--- src/hdl/sitda_pkg.sv ---
`timescale 1ns / 1ps

package sitda_pkg;

  // Width of the signed input value.
  localparam int VALUE_WIDTH = 32;

  // Decimal digits needed for the largest magnitude, 2**(VALUE_WIDTH-1).
  // The ratio 1233/4096 lies just below log10(2).
  localparam int DIGITS = (VALUE_WIDTH * 1233) / 4096 + 1;

  localparam int DIG_IDX_W = $clog2(DIGITS);
  localparam int BIT_CNT_W = $clog2(VALUE_WIDTH);

  localparam logic [7:0] CHAR_MINUS = 8'd45;
  localparam logic [7:0] CHAR_ZERO  = 8'd48;
  localparam logic [7:0] CHAR_NINE  = 8'd57;

  typedef enum logic [1:0] {
    ST_IDLE,
    ST_CONV,
    ST_SIGN,
    ST_DIGIT
  } sitda_state_e;

  // Commands from the controller to the datapath.
  typedef struct packed {
    logic load;
    logic shift;
    logic emit_sign;
    logic emit_digit;
  } sitda_cmd_t;

  // Status from the datapath to the controller.
  typedef struct packed {
    logic conv_done;
    logic negative;
    logic digit_last;
    logic out_free;
  } sitda_stat_t;

endpackage

--- src/hdl/sitda_ctrl.sv ---
`timescale 1ns / 1ps

module sitda_ctrl (
  input  logic                  clk_i,
  input  logic                  rst_ni,
  input  logic                  in_valid_i,
  output logic                  in_ready_o,
  input  sitda_pkg::sitda_stat_t stat_i,
  output sitda_pkg::sitda_cmd_t  cmd_o
);
  import sitda_pkg::*;

  sitda_state_e state_q, state_d;

  always_ff @(posedge clk_i or negedge rst_ni) begin
    if (!rst_ni) begin
      state_q <= ST_IDLE;
    end else begin
      state_q <= state_d;
    end
  end

  // Next state.
  always_comb begin
    state_d = state_q;
    unique case (state_q)
      ST_IDLE: begin
        if (in_valid_i) state_d = ST_CONV;
      end
      ST_CONV: begin
        if (stat_i.conv_done) state_d = stat_i.negative ? ST_SIGN : ST_DIGIT;
      end
      ST_SIGN: begin
        if (stat_i.out_free) state_d = ST_DIGIT;
      end
      ST_DIGIT: begin
        if (stat_i.out_free && stat_i.digit_last) state_d = ST_IDLE;
      end
      default: state_d = ST_IDLE;
    endcase
  end

  // Outputs.
  always_comb begin
    in_ready_o = 1'b0;
    cmd_o      = '0;
    unique case (state_q)
      ST_IDLE: begin
        in_ready_o = 1'b1;
        cmd_o.load = in_valid_i;
      end
      ST_CONV: begin
        cmd_o.shift = 1'b1;
      end
      ST_SIGN: begin
        cmd_o.emit_sign = stat_i.out_free;
      end
      ST_DIGIT: begin
        cmd_o.emit_digit = stat_i.out_free;
      end
      default: begin
        in_ready_o = 1'b0;
      end
    endcase
  end

endmodule

--- src/hdl/sitda_dp.sv ---
`timescale 1ns / 1ps

module sitda_dp (
  input  logic                                 clk_i,
  input  logic                                 rst_ni,
  input  logic signed [sitda_pkg::VALUE_WIDTH-1:0] value_i,
  input  sitda_pkg::sitda_cmd_t                cmd_i,
  output sitda_pkg::sitda_stat_t               stat_o,
  output logic                                 out_valid_o,
  input  logic                                 out_ready_i,
  output logic [7:0]                           text_char_o,
  output logic                                 last_o
);
  import sitda_pkg::*;

  logic [VALUE_WIDTH-1:0]        mag_q, mag_d;
  logic [DIGITS-1:0][3:0]        bcd_q, bcd_d;
  logic [DIGITS-1:0][3:0]        adj;
  logic [DIGITS*4-1:0]           adj_flat;
  logic [BIT_CNT_W-1:0]          cnt_q, cnt_d;
  logic [DIG_IDX_W-1:0]          idx_q, idx_d;
  logic [DIG_IDX_W-1:0]          top_idx;
  logic                          neg_q, neg_d;
  logic                          out_valid_q, out_valid_d;
  logic [7:0]                    char_q, char_d;
  logic                          last_q, last_d;
  logic [VALUE_WIDTH-1:0]        value_u;
  logic                          conv_done;

  assign value_u   = value_i;
  assign conv_done = (cnt_q == BIT_CNT_W'(VALUE_WIDTH - 1));

  // Shift-and-add-3 step: correct every digit, then shift in the next bit.
  always_comb begin
    for (int i = 0; i < DIGITS; i++) begin
      adj[i] = (bcd_q[i] >= 4'd5) ? bcd_q[i] + 4'd3 : bcd_q[i];
    end
  end

  assign adj_flat = adj;

  // Highest nonzero digit of the finished result; zero shows as one digit.
  always_comb begin
    top_idx = '0;
    for (int i = 0; i < DIGITS; i++) begin
      if (bcd_d[i] != 4'd0) top_idx = DIG_IDX_W'(i);
    end
  end

  always_comb begin
    mag_d = mag_q;
    bcd_d = bcd_q;
    cnt_d = cnt_q;
    idx_d = idx_q;
    neg_d = neg_q;
    if (cmd_i.load) begin
      neg_d = value_u[VALUE_WIDTH-1];
      mag_d = value_u[VALUE_WIDTH-1] ? (VALUE_WIDTH'(0) - value_u) : value_u;
      bcd_d = '0;
      cnt_d = '0;
    end else if (cmd_i.shift) begin
      bcd_d = {adj_flat[DIGITS*4-2:0], mag_q[VALUE_WIDTH-1]};
      mag_d = {mag_q[VALUE_WIDTH-2:0], 1'b0};
      cnt_d = cnt_q + BIT_CNT_W'(1);
      if (conv_done) idx_d = top_idx;
    end else if (cmd_i.emit_digit) begin
      idx_d = idx_q - DIG_IDX_W'(1);
    end
  end

  always_comb begin
    char_d      = char_q;
    last_d      = last_q;
    out_valid_d = out_valid_q;
    if (out_ready_i) out_valid_d = 1'b0;
    if (cmd_i.emit_sign) begin
      char_d      = CHAR_MINUS;
      last_d      = 1'b0;
      out_valid_d = 1'b1;
    end else if (cmd_i.emit_digit) begin
      char_d      = CHAR_ZERO + {4'd0, bcd_q[idx_q]};
      last_d      = (idx_q == '0);
      out_valid_d = 1'b1;
    end
  end

  always_ff @(posedge clk_i or negedge rst_ni) begin
    if (!rst_ni) begin
      out_valid_q <= 1'b0;
      cnt_q       <= '0;
      idx_q       <= '0;
      neg_q       <= 1'b0;
    end else begin
      out_valid_q <= out_valid_d;
      cnt_q       <= cnt_d;
      idx_q       <= idx_d;
      neg_q       <= neg_d;
    end
  end

  always_ff @(posedge clk_i) begin
    mag_q  <= mag_d;
    bcd_q  <= bcd_d;
    char_q <= char_d;
    last_q <= last_d;
  end

  assign stat_o.conv_done  = conv_done;
  assign stat_o.negative   = neg_q;
  assign stat_o.digit_last = (idx_q == '0);
  assign stat_o.out_free   = !out_valid_q || out_ready_i;

  assign out_valid_o = out_valid_q;
  assign text_char_o = char_q;
  assign last_o      = last_q;

endmodule

--- src/hdl/signed_int_to_decimal_ascii_core.sv ---
`timescale 1ns / 1ps
// Channel  Direction  Handshake                   Payload
// in       input      in_valid_i / in_ready_o     value_i (signed, VALUE_WIDTH bits)
// out      output     out_valid_o / out_ready_i   text_char_o (8 bits), last_o
//
// An item is accepted in the idle state, converted by bit-serial shift-and-add-3
// binary to BCD conversion of its magnitude, then sent out one character at a
// time, an optional minus sign first and then the digits, most significant first.
// Reset is asynchronous and active low; it clears the controller and the output
// valid flag. A stall on the output holds the character sequencer; the next item
// is accepted while the final character of the previous one still waits.

module signed_int_to_decimal_ascii_core (
  input  logic                                     clk_i,
  input  logic                                     rst_ni,
  input  logic                                     in_valid_i,
  output logic                                     in_ready_o,
  input  logic signed [sitda_pkg::VALUE_WIDTH-1:0] value_i,
  output logic                                     out_valid_o,
  input  logic                                     out_ready_i,
  output logic [7:0]                               text_char_o,
  output logic                                     last_o
);
  import sitda_pkg::*;

  // The controller sequences load, conversion, the optional minus sign and the
  // digits; the datapath holds the magnitude, the BCD digits and the output
  // register that decouples the two channels.
  sitda_cmd_t  cmd;
  sitda_stat_t stat;

  sitda_ctrl u_ctrl (
    .clk_i      (clk_i),
    .rst_ni     (rst_ni),
    .in_valid_i (in_valid_i),
    .in_ready_o (in_ready_o),
    .stat_i     (stat),
    .cmd_o      (cmd)
  );

  sitda_dp u_dp (
    .clk_i       (clk_i),
    .rst_ni      (rst_ni),
    .value_i     (value_i),
    .cmd_i       (cmd),
    .stat_o      (stat),
    .out_valid_o (out_valid_o),
    .out_ready_i (out_ready_i),
    .text_char_o (text_char_o),
    .last_o      (last_o)
  );

endmodule

--- config.mk ---
export PLATFORM = sky130hd
export DESIGN_NAME = signed_int_to_decimal_ascii_core
export DESIGN_NICKNAME = d
export VERILOG_FILES = /design/src/hdl/sitda_pkg.sv /design/src/hdl/sitda_ctrl.sv /design/src/hdl/sitda_dp.sv /design/src/hdl/signed_int_to_decimal_ascii_core.sv
export SDC_FILE = /design/constraint.sdc
export NUM_CORES = 1
export LEC_CHECK = 0
export ABC_AREA = 1
export BUFFER_PORTS_ARGS = -buffer_cell sky130_fd_sc_hd__buf_2
export CAP_MARGIN = 20
export CORE_MARGIN = 3
export CORE_UTILIZATION = 35
export CTS_CLUSTER_DIAMETER = 50
export DETAILED_ROUTE_END_ITERATION = 12
export PLACE_DENSITY_LB_ADDON = 0.1
export RECOVER_POWER = 50
export SYNTH_ARGS = -nofsm -noshare
export SYNTH_HDL_FRONTEND = slang
export SYNTH_HIERARCHICAL = 1
export SYNTH_SLANG_ARGS = --single-unit
--- constraint.sdc ---
create_clock -name clk_i -period 2.5 [get_ports clk_i]
set_clock_uncertainty 0.2 [all_clocks]
set_input_delay 0.375 -clock clk_i [delete_from_list [all_inputs] [get_ports clk_i]]
set_output_delay 0.375 -clock clk_i [all_outputs]
set_load 0.01 [all_outputs]
==> reports/qor.yml, run 1 <==
required_ps: 2550
finalHoldViolations: 0
cts-root-buf: "clkbuf_16"
cp_max_fo: 20
dp.cells: 1115
diodes: 0
path_class: "register to register"
slowest_stage: "dfrtp_1"
pre_cts_slack_ps: 29.1
p_leak_nw: 3.37
insertion_delay_ps: 350
cts_buffer_depth: 2
ys_seq_area_frac: 0.363
cts_sinks: 91
yosys.area.top_type_share: 0.158
final_cell_count_no_fill: 1139
min_path_type: "input port to register"
ir_worst_vdd_mv: 0.484
whs_ps: 169
drt_pre_antenna_iters: 5
synth_area_leaders: "edfxtp_1, dfxtp_1, nand2_1"
drive_gt1_frac: 0.137
report.power.total_mw: 9.40
vias: 5516
critical_path.startpoint_type: "register"
path_delay_family: "simple AND/OR/NAND/NOR gates"
grt_max_degree: 49
grt_pass1_vias: 5121
grt_overflow: 0
arrival_ps: 2390
worst_pin_slew_ps: 839
rrSetupSlack_ps: 160
drt-initial-drc-count: 348
maxCapViolations: 0
worstHoldStart: "out_ready_i"
yosysTopAreaCell: "edfxtp_1"
die-width_um: 138
holdPathStages: 4
io_pins: 47
cp_common_cell: "nand2_1"
syn_inst: 851
finalSetupViolations: 0
core.rowCount: 47
start_util: 0.362
rr_startpoint: "u_ctrl/state_q[0]"
worst-path-buf-inv: 3
clkTransAtPathRegs_ps: 70
power_density_nw_per_um2: 1330
io_buffers: 43
critPathMaxStageDelay_ps: 420
syn_area_per_cell_um2: 7.15
grt_util_all_layers: 0.168
grt_setup_unrepaired: "true"
finalCritPeriodShare: 0.936
cts_made_buffers: 9
htreeDepth: 3
fin_nets: 978
endpoint_kind: "register"
netlist_area_um2: 6090
grt_pass1_wl_mm: 25.2
fin_util: 0.422
vias_per_cell: 4.84
period_minus_slack_ps: 2340
async_flop_share: 0.143
synth.distinct_cells: 49
path_cells: "inv_2, ha_1, nand2_1, inv_4, nor2_2, buf_12, a32oi_1, nand2_1, nor3_2, and3_1, nand2_1, a21oi_1, nor2_1"
fillers: 1789
max_clock_freq_mhz: 427
synth_top_flop_cell: "dfxtp_1"
finalMaxSlewViolations: 0
ys_ff_latch: 91
area_growth_syn_to_layout_pct: 16.5
finalWorstSetupSlack_ps: 160
drc: 0
wl_per_cell_um: 13.6
reg2reg_depth: 13
synth_edf_count: 32
ys_warn_count: 6
relSlewSlack: 0.441
status: "completed"
place.gp.congestion: 0.805
cts_tree: "yes"
dieArea_um2: 19000
critPathLaunch: "u_ctrl/state_q[0]"
crit_cells: 13
die_y_um: 138
ant_nets: 0
dp_hpwl_mm: 11.5
routed_wl_mm: 15.5
core_area_um2: 16800
antenna_found_initial: 0
-- synth_stat cells (all sizes together), types with 4 or more instances --
cell / instances
nand2: 175
inv: 135
nor2: 90
o21ai: 86
nand3: 62
dfxtp: 46
a21oi: 43
edfxtp: 32
ha: 28
xor2: 20
buf: 19
nor3: 18
clkbuf: 14
dfrtp: 13
a31oi: 12
o211ai: 9
a32oi: 6
nand4: 5
o22ai: 4
xnor2: 4
-- worst paths after layout --
kind	end
worst max-delay path	u_dp/idx_q[2]
worst min-delay path	u_dp/out_valid_o
worst max register to register	u_dp/idx_q[2]
worst min register to register	u_dp/text_char_o[4]
max in group asynchronous	u_dp/out_valid_o
min in group asynchronous	u_dp/idx_q[1]
-- placed cells by master, fill, tap and decap left out, drive strengths merged, types with 4 or more instances in the layout --
cell,synthesis,layout
buf,19,70
xnor2,4,4
edfxtp,32,32
dfrtp,13,13
clkbuf,14,25
o22ai,4,4
xor2,20,20
o21ai,86,86
a32oi,6,6
a21oi,43,43
dfxtp,46,46
o211ai,9,9
nand4,5,5
nor3,18,18
nand2,175,175
nand3,62,62
nor2,90,90
ha,28,28
inv,135,136
a31oi,12,12
-- cell type report --
cell class	count	area (um^2)	share of cell area
repair buffers	84	546	0.0770
well taps	220	275	0.0388
flip-flops and latches	91	2210	0.312
inverters	137	519	0.0732
multi-input cells	591	3200	0.451
clock buffers	12	289	0.0408
clock inverters	4	51.3	0.00724
-- worst reg2reg max path, cell delays in order (launching register included) --
cell     delay (ps)
dfrtp_1         420
inv_2            70
ha_1            150
nand2_1          90
inv_4           100
nor2_2           70
buf_12          160
a32oi_1         240
nand2_1         100
nor3_2          220
and3_1          200
nand2_1          60
a21oi_1         110
nor2_1           50
-- registers in the layout, summed over array words and instances, names as in the netlist --
| name | cells |
|---|---|
| u_dp/idx_q | 4 |
| u_dp/bcd_q | 40 |
| u_dp/out_valid_o | 1 |
| u_dp/mag_q | 32 |
| u_dp/neg_q | 1 |
| u_dp/cnt_q | 5 |
| u_dp/last_o | 1 |
| u_ctrl/state_q | 2 |
| u_dp/text_char_o | 5 |
-- per-layer routing --
| layer | vias to the layer above | GRT usage | wire (um) |
|---|---|---|---|
| li1 | 2908 | - | - |
| met1 | 2501 | 0.233 | 7860 |
| met2 | 94 | 0.271 | 6930 |
| met3 | 13 | 0.0232 | 483 |
| met4 | 0 | 0.0571 | 225 |
| met5 | - | 0 | 0 |
-- cells by family (layout without fill, tap and decap cells) --
kind of cell / Yosys count / after routing / share of synthesized area
AND/OR/NAND/NOR: 363 / 363 / 0.260
AO/OA/AOI/OAI: 173 / 173 / 0.165
buffers and inverters: 170 / 237 / 0.119
flip-flops: 91 / 91 / 0.363
adder cells (fa/ha/maj): 28 / 28 / 0.0576
XOR/XNOR: 24 / 24 / 0.0345
other: 2 / 3 / 0.00123
-- where the power goes --
| part | internal, mW | switching [mW] |
|---|---|---|
| Combinational | 1.84 | 3.14 |
| Clock | 0.927 | 0.627 |
| Sequential | 2.42 | 0.444 |
| Total | 5.19 | 4.21 |
-- per-stage QoR --
step,setup TNS [ps],instance area [um^2]
floorplan,0,6090
global placement,0,6650
detailed placement,0,6650
CTS,0,7000
global route,-1.05,7090
finish,0,7090
-- what timing repair did --
| item | CTS | global route |
|---|---|---|
| hold endpoints to repair | 13 | 0 |
| resized for setup | 0 | 19 |
| endpoints found under the setup margin | 0 | 4 |
| setup buffers | 0 | 6 |
| hold buffers | 1 | 0 |
Note: power is estimated with default switching activity, not from simulation.
==> run 2: changes to the inputs <==
- PLACE_DENSITY: unset -> 0.62
- PLACE_DENSITY_LB_ADDON: 0.1 -> unset
==> run 2 against run 1 <==
  * Fmax decreased by 1.9%
  * Cell count about the same
  * Combinational power increased by 3%
  * First-iteration DRC count increased by 2.0%
  * Routed wire length decreased by 3.1%
  * Die area unchanged
  * Clock power decreased by 6%
==> reports/qor.yml, run 2 (synthesis results as in run 1) <==
final_cell_mix: "nand2_1, inv_1, nor2_1"  # unchanged
required_ps: 2580  # was 2550 ps
largest_reg_flops: 40  # unchanged
core_area_um2: 16800  # unchanged
grt_max_degree: 36  # was 49
finalMaxSlewViolations: 0  # unchanged
mostFrequentLayoutCell: "nand2_1"  # unchanged
design_area_um2: 7100  # was 7090 um^2
vias_per_cell: 4.93  # was 4.84
ant_nets: 0  # unchanged
insertion_delay_ps: 350  # about the same
antenna_found_initial: 0  # unchanged
drive_gt1_frac: 0.143  # was 0.137
top_register: "u_dp/bcd_q"  # unchanged
core.rowCount: 47  # unchanged
htreeDepth: 3  # unchanged
finalSetupViolations: 0  # unchanged
drt_pre_antenna_iters: 6  # was 5
cts_tree: "yes"  # unchanged
dp.cells: 1111  # was 1115
grt_pass1_vias: 5243  # was 5121
fin_nets: 977  # was 978
io_pins: 47  # unchanged
start_util: 0.362  # unchanged
maxCapViolations: 0  # unchanged
min_path_type: "input port to register"  # unchanged
relSlewSlack: 0.409  # was 0.441
max_clock_freq_mhz: 419  # was 427 MHz
place.gp.congestion: 0.827  # was 0.805
die_y_um: 138  # unchanged
period_minus_slack_ps: 2380  # was 2340 ps
place_area_um2: 6620  # was 6650 um^2
grt_pass1_wl_mm: 25.3  # was 25.2 mm
area_growth_syn_to_layout_pct: 16.7  # was 16.5%
finalCritPeriodShare: 0.954  # was 0.936
dieArea_um2: 19000  # unchanged
path_class: "register to register"  # unchanged
cts_sinks: 91  # unchanged
ir_worst_vdd_mv: 0.593  # was 0.484 mV
p_leak_nw: 3.38  # was 3.37 nW
cts-root-buf: "clkbuf_16"  # unchanged
grt_util_all_layers: 0.166  # was 0.168
vias: 5614  # was 5516
wl_per_cell_um: 13.2  # was 13.6 um
fillers: 1752  # was 1789
cts_made_buffers: 9  # unchanged
diodes: 0  # unchanged
register_area_um2: 2210  # about the same
die-width_um: 138  # unchanged
finalHoldViolations: 0  # unchanged
endpoint_kind: "register"  # unchanged
cts_buffer_depth: 2  # unchanged
multi_input_area_um2: 3220  # was 3200 um^2
dp_hpwl_mm: 11.1  # was 11.5 mm
io_buffers: 43  # unchanged
critical_path.startpoint_type: "register"  # unchanged
final_cell_count_no_fill: 1138  # was 1139
grt_overflow: 0  # unchanged
status: "completed"  # unchanged
report.power.total_mw: 9.44  # was 9.40 mW
arrival_ps: 2470  # was 2390 ps
power_density_nw_per_um2: 1330  # about the same
drt-initial-drc-count: 355  # was 348
clkTransAtPathRegs_ps: 60  # was 70 ps
routed_wl_mm: 15.0  # was 15.5 mm
worst_pin_slew_ps: 886  # was 839 ps
reg_top3: "u_dp/bcd_q (40), u_dp/mag_q (32)"  # unchanged
cp_max_fo: 20  # unchanged
drc: 0  # unchanged
run 2: cell types whose count changed in the layout (fill, tap and decap cells not counted), sizes merged:
| cell | delta |
|---|---|
| clkinvlp | -1 |
| clkbuf | -1 |
| clkinv | +1 |
run 2: final timing paths:
path,from,to,slack (ps),cells after the start
hold reg to reg,u_dp/mag_q[31],u_dp/bcd_q[0],260,2
setup reg to reg,u_ctrl/state_q[0],u_dp/idx_q[1],120,15
min in group asynchronous,rst_ni,u_dp/idx_q[2],450,2
setup / recovery,u_ctrl/state_q[0],u_dp/idx_q[1],120,15
hold / removal,value_i[0],u_dp/mag_q[0],150,3
max in group asynchronous,rst_ni,u_ctrl/state_q[0],1040,2
run 2: where the power goes:
| group | switching, mW | internal, mW | total (mW) | leakage [nW] |
|---|---|---|---|---|
| Sequential | 0.450 | 2.43 | 2.88 | 0.853 |
| Combinational | 3.18 | 1.93 | 5.11 | 2.37 |
| Clock | 0.594 | 0.854 | 1.45 | 0.159 |
run 2: timing repair:
item,in CTS,in global routing
endpoints found under the hold margin,13,0
pin swaps,0,6
cloned,0,1
hold buffers,1,0
resized for setup,3,28
endpoints found under the setup margin,3,4
setup buffers,0,9
run 2: through the flow:
stage                     setup WS, ps  hold WS (ps)   util  setup TNS, ps
after floorplan                   61.5          -121      -              0
after detailed placement         -20.1           101  0.394          -20.1
after global placement            33.5           105  0.394              0
final                              116           155  0.422              0
after CTS                         17.2           137  0.414              0
after global routing             -20.1           183  0.422          -33.1
run 2: area by class of cell:
| type | instances | area share |
|---|---|---|
| clock buffer | 12 | 0.0375 |
| tap | 220 | 0.0388 |
| multi-input combinational | 591 | 0.453 |
| clock inverter | 4 | 0.00652 |
| timing repair buffer | 83 | 0.0791 |
| sequential | 91 | 0.311 |
| inverter | 137 | 0.0735 |
run 2: critical path, cell delays in order (launching register included):
cell,delay [ps]
dfrtp_2,440
buf_4,150
ha_4,180
buf_12,150
nor2_2,170
buf_4,170
nand2_1,70
nand3_1,110
nor2_2,50
buf_4,120
buf_4,120
nand2_1,80
nand2_1,60
nand2_1,70
nand2_1,60
a21oi_2,120
run 2: layer usage:
layer,vias to the layer above,global-route usage,part of all wire
met5,-,0,0
met4,0,0.0412,0.010
met3,14,0.0381,0.061
met2,156,0.265,0.45
met1,2537,0.229,0.48
li1,2907,-,-
==> run 3: changes to the inputs <==
- CELL_PAD_IN_SITES_DETAIL_PLACEMENT: unset -> 1
- CELL_PAD_IN_SITES_GLOBAL_PLACEMENT: unset -> 2
- CORE_UTILIZATION: 35 -> 32
- PLACE_DENSITY: 0.62 -> 0.87
==> run 3 against run 2 <==
  * First-iteration DRC count down 35%
  * Worst hold slack lost 8.7 ps
  * Power grew 6.7%
  * Combinational power grew 10%
  * Cell count grew 1.5%
  * Fmax is 1.1% lower
  * Global-route usage increased by 1.1 points
  * Clock power up 6%
  * Sequential power about the same
  * Critical path depth is the same
  * Sequential share of layout area shrank 0.78 points
  * Setup slack got worse by 26 ps
==> reports/qor.yml, run 3 (synthesis results as in run 1) <==
cts-root-buf: "clkbuf_16"  # unchanged
grt_max_degree: 52  # was 36
largest_reg_flops: 40  # unchanged
drt-initial-drc-count: 229  # was 355
final_cell_count_no_fill: 1155  # was 1138
die-width_um: 144  # was 138 um
grt_pass1_vias: 5809  # was 5243
power_density_nw_per_um2: 1380  # was 1330 nW/um^2
arrival_ps: 2500  # was 2470 ps
top_register: "u_dp/bcd_q"  # unchanged
status: "completed"  # unchanged
critical_path.startpoint_type: "register"  # unchanged
max_clock_freq_mhz: 415  # was 419 MHz
fin_nets: 985  # was 977
period_minus_slack_ps: 2410  # was 2380 ps
place.gp.congestion: 0.873  # was 0.827
report.power.total_mw: 10.1  # was 9.44 mW
seqPwrFrac: 0.290  # was 0.305
insertion_delay_ps: 350  # about the same
ir_worst_vdd_mv: 0.414  # was 0.593 mV
finalHoldViolations: 0  # unchanged
drt_pre_antenna_iters: 4  # was 6
required_ps: 2590  # was 2580 ps
p_leak_nw: 3.46  # was 3.38 nW
antenna_found_initial: 0  # unchanged
vias: 5762  # was 5614
clockPowerShare: 0.152  # was 0.153
drive_gt1_frac: 0.179  # was 0.143
finalSetupViolations: 0  # unchanged
maxCapViolations: 0  # unchanged
core.rowCount: 49  # was 47
final_cell_mix: "nand2_1, inv_1, nor2_1"  # unchanged
relSlewSlack: 0.419  # was 0.409
dieArea_um2: 20700  # was 19000 um^2
min_path_type: "input port to register"  # unchanged
finalMaxSlewViolations: 0  # unchanged
io_pins: 47  # unchanged
cts_tree: "yes"  # unchanged
cts_made_buffers: 9  # unchanged
fin_util: 0.397  # was 0.422
reg_top3: "u_dp/bcd_q (40), u_dp/mag_q (32)"  # unchanged
cts_sinks: 91  # unchanged
clkTransAtPathRegs_ps: 70  # was 60 ps
vias_per_cell: 4.99  # was 4.93
worst_pin_slew_ps: 872  # was 886 ps
cp_max_fo: 6  # was 20
tns_ps: 0  # unchanged
dp_hpwl_mm: 13.5  # was 11.1 mm
grt_util_all_layers: 0.177  # was 0.166
start_util: 0.332  # was 0.362
diodes: 0  # unchanged
mostFrequentLayoutCell: "nand2_1"  # unchanged
finalWorstSetupSlack_ps: 89.6  # was 116 ps
routed_wl_mm: 18.2  # was 15.0 mm
area_growth_syn_to_layout_pct: 19.7  # was 16.7%
p_comb_frac: 0.559  # was 0.542
htreeDepth: 3  # unchanged
path_class: "register to register"  # unchanged
grt_overflow: 0  # unchanged
drc: 0  # unchanged
io_buffers: 43  # unchanged
die_y_um: 144  # was 138 um
grt_pass1_wl_mm: 29.2  # was 25.3 mm
cts_buffer_depth: 2  # unchanged
finalCritPeriodShare: 0.964  # was 0.954
wl_per_cell_um: 15.7  # was 13.2 um
p_int_mw: 5.46  # was 5.22 mW
dp.cells: 1122  # was 1111
grt_setup_unrepaired: "true"
ant_nets: 0  # unchanged
swShare: 0.458  # was 0.447
switchingPower_mw: 4.61  # was 4.22 mW
pre_cts_slack_ps: -7.60  # was -20.1 ps
core_area_um2: 18300  # was 16800 um^2
endpoint_kind: "register"  # unchanged
-- run 3: cell types whose count changed in the layout (fill, tap and decap cells not counted), moves of 3 or more --
| cell | previous run | this run |
|---|---|---|
| inv_4 | 4 | 1 |
| clkbuf_1 | 9 | 2 |
| buf_2 | 35 | 42 |
| nor2_2 | 2 | 5 |
| inv_2 | 4 | 14 |
| nor2_1 | 85 | 82 |
| clkbuf_8 | 3 | 0 |
| buf_6 | 2 | 5 |
| buf_4 | 29 | 37 |
| clkbuf_4 | 3 | 0 |
| inv_1 | 128 | 120 |
-- run 3: final timing paths --
path,from,to,slack (ps),cells after the start
max,u_ctrl/state_q[0],u_dp/idx_q[1],90,15
max in group asynchronous,rst_ni,u_ctrl/state_q[0],1060,2
max reg2reg,u_ctrl/state_q[0],u_dp/idx_q[1],90,15
min,value_i[0],u_dp/mag_q[0],150,3
min reg2reg,u_dp/text_char_o[4],u_dp/text_char_o[4],270,2
min in group asynchronous,rst_ni,u_dp/out_valid_o,450,2
-- run 3: final cells by class --
type                            instances  area (um^2)
Fill cell                            2311        11000
Multi-Input combinational cell        591         3280
Inverter                              137          517
Clock inverter                          6         96.3
Clock buffer                           10          229
Timing Repair Buffer                   91          663
Tap cell                              229          287
Sequential cell                        91         2210
-- run 3: worst max-delay path, stage by stage, from the launching register on --
cell and delay (ps):
dfrtp_2 420, inv_2 60, ha_4 160, nand2_4 60
inv_4 40, buf_12 130, nor2_4 130, inv_2 60
buf_4 150, o21ai_0 270, nor3_2 80, buf_4 150
and3_1 150, nand2_1 60, nand2_1 70, a21oi_2 140
-- run 3: repair_timing --
action / in CTS / in global routing
resized for setup: 4 / 51
gates cloned: 0 / 1
hold buffers: 1 / 0
endpoints found under the hold margin: 13 / 0
setup endpoints to repair: 3 / 4
pin swaps: 1 / 18
buffers inserted: 1 / 14
-- run 3: power by group through the flow --
stage,combinational [mW],sequential (mW),clock (mW)
after floorplan,3.48,2.77,0
final,5.62,2.91,1.53
after global routing,6.35,3.00,1.65
after global placement,4.95,2.89,0
after CTS,5.17,2.89,1.58
after detailed placement,5.05,2.91,0
-- run 3: through the flow --
stage	instance area, um^2	hold slack, ps
final	7280	146
after global routing	7280	169
after CTS	7010	132
after detailed placement	6650	109
after global placement	6650	104
after floorplan	6090	-121
-- run 3: layer usage --
| layer | up-vias | global-route usage | share of wire |
|---|---|---|---|
| met5 | - | 0 | 0 |
| met4 | 0 | 0.0367 | 0.011 |
| met3 | 14 | 0.0373 | 0.027 |
| met2 | 76 | 0.298 | 0.47 |
| met1 | 2750 | 0.235 | 0.49 |
| li1 | 2922 | - | - |
